===== config.mk =====
export PLATFORM = sky130hd
export DESIGN_NAME = breakpoint_comparator_table_core
export DESIGN_NICKNAME = d
export VERILOG_FILES = /design/src/rtl/bct_pkg.sv /design/src/rtl/bct_cell.sv /design/src/rtl/breakpoint_comparator_table_core.sv
export VERILOG_INCLUDE_DIRS = /design/src /design/src/rtl
export SDC_FILE = /design/constraint.sdc
export NUM_CORES = 2
export LEC_CHECK = 0
export BUFFER_PORTS_ARGS = -buffer_cell sky130_fd_sc_hd__buf_2
export CORE_UTILIZATION = 49
export DETAILED_ROUTE_END_ITERATION = 6
export PLACE_DENSITY = 0.69
export SYNTH_ARGS = -nofsm -noshare
export SYNTH_HDL_FRONTEND = slang
export SYNTH_SLANG_ARGS = --single-unit

===== constraint.sdc =====
create_clock -name clk -period 36.3 [get_ports clk]
set_clock_uncertainty 0.1 [all_clocks]
set_input_delay 9.075 -clock clk [delete_from_list [all_inputs] [get_ports clk]]
set_output_delay 9.075 -clock clk [all_outputs]
set_load 0.03 [all_outputs]

===== src/rtl/breakpoint_comparator_table_core_defines.svh =====
// Assertion macros for the breakpoint comparator table.
// Used by the top level; needs clk and rst_n in scope where expanded.
`ifndef BREAKPOINT_COMPARATOR_TABLE_CORE_DEFINES_SVH
`define BREAKPOINT_COMPARATOR_TABLE_CORE_DEFINES_SVH
`ifndef NO_ASSERTIONS
`define BCT_ASSERT_NOW(label, ante, cons) \
  label: assert property (@(posedge clk) disable iff (!rst_n) (ante) |-> (cons)) \
    else $error("bct check failed");
`define BCT_ASSERT_NEXT(label, ante, cons) \
  label: assert property (@(posedge clk) disable iff (!rst_n) (ante) |=> (cons)) \
    else $error("bct check failed");
`else
`define BCT_ASSERT_NOW(label, ante, cons)
`define BCT_ASSERT_NEXT(label, ante, cons)
`endif
`endif


===== src/rtl/bct_pkg.sv =====
// Shared constants and the token type that walks the breakpoint cell chain.
// No dependencies.
`default_nettype none
package bct_pkg;

  localparam int CMD_W  = 3;
  localparam int ADDR_W = 32;
  localparam int SLOT_W = 8;
  localparam int STS_W  = 2;
  localparam int USED_W = 4;
  localparam int MASK_W = 16;

  localparam logic [CMD_W-1:0] CMD_SET_EXEC     = 3'd0;
  localparam logic [CMD_W-1:0] CMD_SET_MEM      = 3'd1;
  localparam logic [CMD_W-1:0] CMD_CLEAR        = 3'd2;
  localparam logic [CMD_W-1:0] CMD_CHECK_FETCH  = 3'd3;
  localparam logic [CMD_W-1:0] CMD_CHECK_ACCESS = 3'd4;
  localparam logic [CMD_W-1:0] CMD_RESUME       = 3'd5;

  localparam logic [STS_W-1:0] STS_OK     = 2'd0;
  localparam logic [STS_W-1:0] STS_FULL   = 2'd1;
  localparam logic [STS_W-1:0] STS_RANGE  = 2'd2;

  // One item in flight through the chain, with its partial result.
  typedef struct packed {
    logic              vld;
    logic [CMD_W-1:0]  cmd;
    logic [ADDR_W-1:0] addr;
    logic [SLOT_W-1:0] slot;
    logic [STS_W-1:0]  status;
    logic              found;
    logic [USED_W-1:0] used;
    logic              hit;
    logic [MASK_W-1:0] mask;
  } token_t;

endpackage
`default_nettype wire


===== src/rtl/bct_cell.sv =====
// One breakpoint entry plus its comparator; passes the item token onward.
// Depends on bct_pkg.
`default_nettype none
module bct_cell #(
  parameter int IDX = 0
) (
  input  wire logic            clk,
  input  wire logic            rst_n,
  input  wire logic            adv,
  input  wire bct_pkg::token_t tok_i,
  output bct_pkg::token_t      tok_o
);

  localparam int MIDX = (IDX < bct_pkg::MASK_W) ? IDX : 0;

  logic                        valid_r;
  logic                        is_mem_r;
  logic [bct_pkg::ADDR_W-1:0]  addr_r;
  bct_pkg::token_t             tok_r;
  bct_pkg::token_t             tok_nxt;
  logic                        is_set;
  logic                        is_check;
  logic                        take_set;
  logic                        match;

  always_comb begin
    is_set   = (tok_i.cmd == bct_pkg::CMD_SET_EXEC) || (tok_i.cmd == bct_pkg::CMD_SET_MEM);
    is_check = (tok_i.cmd == bct_pkg::CMD_CHECK_FETCH) ||
               (tok_i.cmd == bct_pkg::CMD_CHECK_ACCESS);
    take_set = is_set && !tok_i.found && !valid_r;
    match    = is_check && valid_r && (addr_r == tok_i.addr) &&
               (is_mem_r == (tok_i.cmd == bct_pkg::CMD_CHECK_ACCESS));
    tok_nxt  = tok_i;
    if (take_set) begin
      tok_nxt.found = 1'b1;
      tok_nxt.used  = bct_pkg::USED_W'(IDX);
    end
    if (match) begin
      if (!tok_i.hit) begin
        tok_nxt.used = bct_pkg::USED_W'(IDX);
      end
      tok_nxt.hit = 1'b1;
      if (IDX < bct_pkg::MASK_W) begin
        tok_nxt.mask[MIDX] = 1'b1;
      end
    end
  end

  // Entry storage: only valid needs reset.
  always_ff @(posedge clk) begin
    if (!rst_n) begin
      valid_r <= 1'b0;
    end else if (adv && tok_i.vld) begin
      if (take_set) begin
        valid_r <= 1'b1;
      end else if ((tok_i.cmd == bct_pkg::CMD_CLEAR) &&
                   (tok_i.slot == bct_pkg::SLOT_W'(IDX))) begin
        valid_r <= 1'b0;
      end
    end
  end

  always_ff @(posedge clk) begin
    if (adv && tok_i.vld && take_set) begin
      is_mem_r <= (tok_i.cmd == bct_pkg::CMD_SET_MEM);
      addr_r   <= tok_i.addr;
    end
  end

  // Hand the token to the next cell.
  always_ff @(posedge clk) begin
    if (!rst_n) begin
      tok_r.vld <= 1'b0;
    end else if (adv) begin
      tok_r <= tok_nxt;
    end
  end

  assign tok_o = tok_r;

endmodule
`default_nettype wire


===== src/rtl/breakpoint_comparator_table_core.sv =====
// Each cell in the chain registers the token, and an output register holds the
// result. Throughput: one item per cycle; the whole chain advances together and
// stalls only while out_tvalid is high and out_tready is low.
// Reset (rst_n low, synchronous): all entries invalid, halt flag set, chain empty.
// Top level of the breakpoint comparator table; depends on bct_pkg, bct_cell
// and breakpoint_comparator_table_core_defines.svh.
`default_nettype none
`include "breakpoint_comparator_table_core_defines.svh"
module breakpoint_comparator_table_core #(
  parameter int ENTRIES = 16
) (
  input  wire logic        clk,
  input  wire logic        rst_n,
  input  wire logic        in_tvalid,
  output logic             in_tready,
  // [2:0] command, [34:3] address, [42:35] slot_number, [47:43] zero
  input  wire logic [47:0] in_tdata,
  output logic             out_tvalid,
  input  wire logic        out_tready,
  // [1:0] status, [5:2] slot_used, [6] hit, [22:7] hit_mask, [23] halted
  output logic [23:0]      out_tdata
);

  // Token chain: tok[0] is the incoming item, tok[ENTRIES] leaves the last cell.
  bct_pkg::token_t tok [ENTRIES+1];
  bct_pkg::token_t tok_in;

  logic                        adv;
  logic                        out_vld_r;
  logic [bct_pkg::STS_W-1:0]   sts_r;
  logic [bct_pkg::USED_W-1:0]  used_r;
  logic                        hit_r;
  logic [bct_pkg::MASK_W-1:0]  mask_r;
  logic                        halt_r;
  logic                        halt_nxt;
  logic [bct_pkg::STS_W-1:0]   sts_nxt;
  logic [bct_pkg::USED_W-1:0]  used_nxt;
  bct_pkg::token_t             last;
  logic                        last_set;

  // Advance the whole chain whenever the output slot is free or being taken.
  assign adv       = !out_vld_r || out_tready;
  assign in_tready = adv;

  // Build the entry token; flag an out-of-range clear up front.
  always_comb begin
    tok_in        = '0;
    tok_in.vld    = in_tvalid;
    tok_in.cmd    = in_tdata[2:0];
    tok_in.addr   = in_tdata[34:3];
    tok_in.slot   = in_tdata[42:35];
    tok_in.status = bct_pkg::STS_OK;
    if ((in_tdata[2:0] == bct_pkg::CMD_CLEAR) &&
        (32'(in_tdata[42:35]) >= 32'(ENTRIES))) begin
      tok_in.status = bct_pkg::STS_RANGE;
    end
  end

  assign tok[0] = tok_in;

  for (genvar g = 0; g < ENTRIES; g++) begin : g_cell
    bct_cell #(
      .IDX (g)
    ) u_cell (
      .clk   (clk),
      .rst_n (rst_n),
      .adv   (adv),
      .tok_i (tok[g]),
      .tok_o (tok[g+1])
    );
  end

  // Finish the item: table-full status and the halt flag update.
  always_comb begin
    last     = tok[ENTRIES];
    last_set = (last.cmd == bct_pkg::CMD_SET_EXEC) || (last.cmd == bct_pkg::CMD_SET_MEM);
    sts_nxt  = last.status;
    used_nxt = last.used;
    halt_nxt = halt_r;
    if (last_set) begin
      halt_nxt = 1'b1;
      if (!last.found) begin
        sts_nxt  = bct_pkg::STS_FULL;
        used_nxt = '0;
      end
    end else if (last.hit) begin
      halt_nxt = 1'b1;
    end else if (last.cmd == bct_pkg::CMD_RESUME) begin
      halt_nxt = 1'b0;
    end
  end

  always_ff @(posedge clk) begin
    if (!rst_n) begin
      out_vld_r <= 1'b0;
      halt_r    <= 1'b1;
    end else if (adv) begin
      out_vld_r <= last.vld;
      if (last.vld) begin
        halt_r <= halt_nxt;
      end
    end
  end

  // Result payload; hold while stalled.
  always_ff @(posedge clk) begin
    if (adv && last.vld) begin
      sts_r  <= sts_nxt;
      used_r <= used_nxt;
      hit_r  <= last.hit;
      mask_r <= last.mask;
    end
  end

  assign out_tvalid = out_vld_r;
  assign out_tdata  = {halt_r, mask_r, hit_r, used_r, sts_r};

  // A hit always leaves the block halted.
  `BCT_ASSERT_NOW(a_hit_halts, out_vld_r && hit_r, halt_r)
  // Any mask bit implies the hit flag.
  `BCT_ASSERT_NOW(a_mask_hit, out_vld_r && (mask_r != '0), hit_r)
  // An error status never comes with a hit.
  `BCT_ASSERT_NOW(a_err_nohit, out_vld_r && (sts_r != bct_pkg::STS_OK), !hit_r)
  // The halt flag only moves when the chain advances.
  `BCT_ASSERT_NEXT(a_halt_hold, !adv, $stable(halt_r))

endmodule
`default_nettype wire


# After elaboration in Yosys (flattened, before gate mapping)
# Cells that the tools add are included.
[totals] register_bits=1497 output_inout_bits=26 wordCells=661
[op_classes] eq_ne=113 n_reduce_logical=248 mux=88 order_cmp=1
[ops] op="32-bit == test" n=16
[ops] op="1-bit logical AND" n=129
[ops] op="4-bit two-way mux" n=32
[ops] op="3-bit by 2-bit == test with 1-bit output (second input constant)" n=32
[ops] op="5-bit two-way mux" n=15
[ops] op="8-bit by 4-bit == test with 1-bit output (second input constant)" n=8
[ops] op="3-bit by 1-bit == test with 1-bit output (second input constant)" n=17
[ops] op="3-bit == test (second input constant)" n=17
[ops] op="3-bit zero test" n=17
[ops] op="1-bit two-way mux" n=37
[ops] op="1-bit logical OR" n=34
[ops] op="2-bit AND reduction" n=17
[ops] op="8-bit by 3-bit == test with 1-bit output (second input constant)" n=4
[ops] op="1-bit zero test" n=32
[ops] op="2-bit nonzero test" n=16
[ops] op="1-bit == test" n=16
[ops] op="8-bit by 2-bit == test with 1-bit output (second input constant)" n=2
[ops] op="8-bit by 1-bit == test with 1-bit output (second input constant)" n=1
[ops] op="8-bit by 5-bit greater-or-equal comparator with 1-bit output (second input constant)" n=1
[ops] op="8-bit zero test" n=1
[ops] op="2-bit two-way mux" n=3
[ops] op="6-bit two-way mux" n=1
[ops] op="3-bit AND reduction" n=1
[ops] op="3-bit nonzero test" n=1

# Longest topological paths before layout
[depth] ltp_word=7 ltp_mapped=9 depth_no_buf=6

# Modules after synthesis
# Synthesis repeated with hierarchy kept, for this count alone.
[hier_totals] hier_cells=2924 hier_area_um2=58826.4
[by_module_without_submodules] mod="bct_cell at g_cell[10].u_cell ..." area_per_inst_um2=3634.7 cells_per_inst=178 seq_area_each_um2=3042.9 n_inst=4
[by_module_without_submodules] mod="bct_cell at g_cell[2].u_cell ..." area_per_inst_um2=3614.7 cells_per_inst=182 seq_area_each_um2=3042.9 n_inst=3
[by_module_without_submodules] mod="bct_cell at g_cell[11].u_cell ..." area_per_inst_um2=3617.2 cells_per_inst=178 seq_area_each_um2=3042.9 n_inst=2
[by_module_without_submodules] mod="bct_cell at g_cell[13].u_cell ..." area_per_inst_um2=3613.5 cells_per_inst=179 seq_area_each_um2=3042.9 n_inst=2
[by_module_without_submodules] mod="bct_cell at g_cell[12].u_cell" area_per_inst_um2=3634.7 cells_per_inst=179 seq_area_each_um2=3042.9 n_inst=1
[by_module_without_submodules] mod="bct_cell at g_cell[3].u_cell" area_per_inst_um2=3633.5 cells_per_inst=180 seq_area_each_um2=3042.9 n_inst=1
[by_module_without_submodules] mod="bct_cell at g_cell[15].u_cell" area_per_inst_um2=3621.0 cells_per_inst=179 seq_area_each_um2=3042.9 n_inst=1
[by_module_without_submodules] mod="bct_cell at g_cell[0].u_cell" area_per_inst_um2=3608.5 cells_per_inst=185 seq_area_each_um2=3042.9 n_inst=1
[by_module_without_submodules] mod="bct_cell at g_cell[1].u_cell" area_per_inst_um2=3608.5 cells_per_inst=182 seq_area_each_um2=3042.9 n_inst=1
[by_module_without_submodules] mod="breakpoint_comparator_table_core" area_per_inst_um2=875.8 cells_per_inst=47 seq_area_each_um2=730.7 n_inst=1

# Least setup slack after synthesis
# No wires, ideal clock.
[synth_path] path_type="input-to-reg" from="input port out_tready" to="register g_cell[0].u_cell.tok_r (netlist bit g_cell[0].u_cell.tok_o[0]) (enable)" cell_stages=6 path_buffers=3 required_time_ps=34838 slack_ps=4953 setup_ps=1362 arrival_ps=29885 path_cell_list="nor2b_1 clkbuf_1 inv_2 clkbuf_1 clkbuf_1 and2_1"
[synth_via] elab_chain_len=2
[synth_lines] element="start: declaration" line="breakpoint_comparator_table_core.sv:19" rtl="input wire logic out_tready,"
[synth_lines] element="1-bit logical OR" line="breakpoint_comparator_table_core.sv:42" rtl="assign adv = !out_vld_r || out_tready;"
[synth_lines] element="via in_tready" line="breakpoint_comparator_table_core.sv:15" rtl="output logic in_tready,"
[synth_lines] element="2-bit AND reduction (no line)"
[synth_lines] element="end signal: assignment" line="bct_cell.sv:75" rtl="tok_r <= tok_nxt;"
[synth_lines] element="end: declaration" line="bct_cell.sv:19" rtl="bct_pkg::token_t tok_r;"
# The timed path passes the listed nets, and every way through them passes these cells.
# A chain may end at the register's enable or synchronous reset.

# Worst setup path in the final report
[layout_path] from="input port out_tready" to="output port in_tready"
[layout_via] elab_chain_len=1
[layout_lines] element="1-bit logical OR" line="breakpoint_comparator_table_core.sv:42"
[layout_lines] element="end: declaration" line="breakpoint_comparator_table_core.sv:15"
# Every way passes these cells.

==> results.sh <==
export IMPL_outcome="complete, but fails checks"
export IMPL_violations="DRC"
export IMPL_synth_top_area_share_pct=82.2
export IMPL_die_area_mm2=0.108
export IMPL_grt_pass1_wl_um=137000
export IMPL_overflow=0
export IMPL_synth_distinct_cells=55
export IMPL_routed_wl_um=88600
export IMPL_max_vdd_ir_drop_uv=42.3
export IMPL_pin_count=78
export IMPL_vias_per_cell=5.17
export IMPL_grt_pass1_vias=23800
export IMPL_gp_congestion=0.892
export IMPL_end_kind="output pin"
export IMPL_htreeDepth=4
export IMPL_netlist_area_mm2=0.0523
export IMPL_crit_type="primary input to output pin"
export IMPL_place_inst=4164
export IMPL_fmax_mhz=49.7
export IMPL_drv_cap=0
export IMPL_finalNonFillerCells=4416
export IMPL_stdcell_area_mm2=0.0590
export IMPL_cp_required_ns=27.13
export IMPL_rsz0062_at_grt="no"
export IMPL_hold_violations=0
export IMPL_avgSynthCellArea_um2=19.4
export IMPL_antenna_found_initial=0
export IMPL_cts_buffer_depth=3
export IMPL_fin_crit_ns=20.12
export IMPL_final_antenna_net_count=0
export IMPL_post_cts_buffers=0
export IMPL_slew_headroom_pct=23.7
export IMPL_cp_max_fo=29
export IMPL_cts_hold_buf=0
export IMPL_synth_fp_nets=2739
export IMPL_grt_use_total_pct=16.7
export IMPL_cts_tree="built"
export IMPL_setup_tns_ns=0
export IMPL_ys_flop_type="edfxtp_1"
export IMPL_cp_arrival_ns=10.95
export IMPL_place_area_mm2=0.0545
export IMPL_cts_resized=0
export IMPL_antennaDiodeCount=0
export IMPL_fin_nets=2966
export IMPL_die_h_um=329
export IMPL_power_leakage_nw=18.9
export IMPL_synth_top_cells_by_area="edfxtp_1 (82%), xnor2_1 (6.5%), xor2_1 (1.4%), nand4_1 (1.3%), dfxtp_1 (1.3%)"
export IMPL_initial_core_util_pct=49.5
export IMPL_worst_slew_pin_transition_ns=1.14
export IMPL_clk_pin_slew_ns=0.06
export IMPL_root_buffer="clkbuf_16"
export IMPL_portBuffers=72
export IMPL_final_common_cell="edfxtp_1"
export IMPL_async_flop_share_pct=0
export IMPL_start_kind="primary input"
export IMPL_post_route_cells_drive_above_1_share_pct=10.1
export IMPL_fp_coreArea_mm2=0.106
export IMPL_grt_max_degree=178
export IMPL_slew_viol_final=0
export IMPL_ys_seq_area_share_pct=83.5
export IMPL_hpwl_um=61000
export IMPL_yosys_area_top_type="edfxtp_1"
export IMPL_drtIter0Drc=1406
export IMPL_fillers=7704
export IMPL_num_vias=22800
export IMPL_dpl_worst_slack_ns=16.23
export IMPL_wire_per_inst_um=20.1
export IMPL_syn_to_final_growth_pct=12.9
export IMPL_row_count=119
export IMPL_clk_latency_ns=0.73
export IMPL_clock_sinks=1465
export IMPL_synth_cells=2687
export IMPL_die_w_um=329
export IMPL_firstDrtPassIters=7
export IMPL_yosys_warnings=0
export IMPL_ys_ff_latch=1465
export IMPL_cts_buffers=139
export IMPL_fin_crit_sh_pct=55.4
export IMPL_synth_edff_count=1431
export IMPL_mostFrequentLayoutCells="edfxtp_1 (1431), xnor2_1 (388), clkbuf_16 (143), nand4_1 (111), nand2_1 (91)"
export IMPL_hold_path_class="flop to flop"
export IMPL_power_mw=3.45
export IMPL_final_setup_worst_slack_ns=16.18
export IMPL_route_detailed_drc=2
export IMPL_finalSetupViolations=0
export IMPL_power_density_mw_per_mm2=58.5
state kept, by name (all words and copies together), names as in the netlist:
signal                  count
g_cell.u_cell.addr_r      512
g_cell.u_cell.is_mem_r     16
g_cell.u_cell.tok_o       896
g_cell.u_cell.valid_r      16
halt_r                      1
hit_r                       1
mask_r                     16
out_tvalid                  1
sts_r                       2
used_r                      4
final timing paths:
path,start,to,slack (ns),cells past startpoint
worst max-delay path,out_tready,in_tready,16.18,4
worst min-delay path,g_cell[15].u_cell.tok_o[14]$_DFFE_PP_,mask_r[14]$_DFFE_PP_,0.32,0
worst max register to register,out_tvalid$_SDFFE_PN0N_,g_cell[13].u_cell.tok_o[28]$_DFFE_PP_,31.72,5
worst min register to register,g_cell[15].u_cell.tok_o[14]$_DFFE_PP_,mask_r[14]$_DFFE_PP_,0.32,0
final cells by class:
| type | instances | area (um2) | share of cell area (%) |
|---|---|---|---|
| Sequential cell | 1465 | 43700 | 74.0 |
| Multi-Input combinational cell | 1177 | 8450 | 14.3 |
| Clock buffer | 185 | 3790 | 6.42 |
| Tap cell | 1391 | 1740 | 2.95 |
| Clock inverter | 67 | 674 | 1.14 |
| Timing Repair Buffer | 98 | 568 | 0.963 |
| Inverter | 33 | 124 | 0.210 |
routing by layer:
metal  track usage, %  wire length [um]
met2             32.2             50400
met4             6.87              2870
met3             2.56              2420
met5                0                 0
met1             18.0             32900
cells by family (layout without fill, tap and decap cells):
group / after synthesis / in the layout / synth area share [%]
AOI/OAI and AO/OA: 101 / 101 / 1.47
xor gates and xnor gates: 472 / 472 / 7.91
and+or+nand+nor: 604 / 604 / 6.75
buffers and inverters: 45 / 383 / 0.338
DFF: 1465 / 1465 / 83.5
cells in the mapped netlist (all sizes together), types with 2 or more instances:
cell type / number
nand4b: 3
o2111ai: 9
nand3b: 4
nor4b: 14
buf: 2
o221ai: 3
nor2: 68
a21boi: 16
nor4: 76
xnor2: 388
nand4: 111
and3b: 6
a31oi: 18
nor4bb: 15
or3: 3
o22ai: 3
edfxtp: 1431
o21bai: 7
or4: 11
and2: 4
and4bb: 2
nand3: 27
a2111oi: 2
inv: 33
nor3: 24
clkbuf: 10
xor2: 84
a2111o: 5
o31a: 8
and4b: 2
or2: 19
a211o: 2
nor2b: 32
nand2: 91
and3: 21
a21oi: 2
o21ai: 5
and4: 5
nand2b: 42
dfxtp: 34
nor3b: 21
o21a: 16
critical path, stage by stage:
cell and delay [ns]:
buf_2 0.10, nor2b_2 0.85, inv_2 0.57, buf_2 0.34
per-stage QoR:
stage	utilization [%]	hold slack, ns
3_3_place_gp	51.7	0.300
6_report	55.9	0.316
4_1_cts	55.9	0.316
5_1_grt	55.9	0.321
3_5_place_dp	51.7	0.305
2_1_floorplan	-	0.300
power by group:
group	internal, mW	total, mW	switching, mW
logic	0.0304	0.0748	0.0444
clock network	0.809	1.40	0.590
registers	1.93	1.98	0.0485
total	2.77	3.45	0.683
No activity file was read; power rests on OpenSTA's default activity.
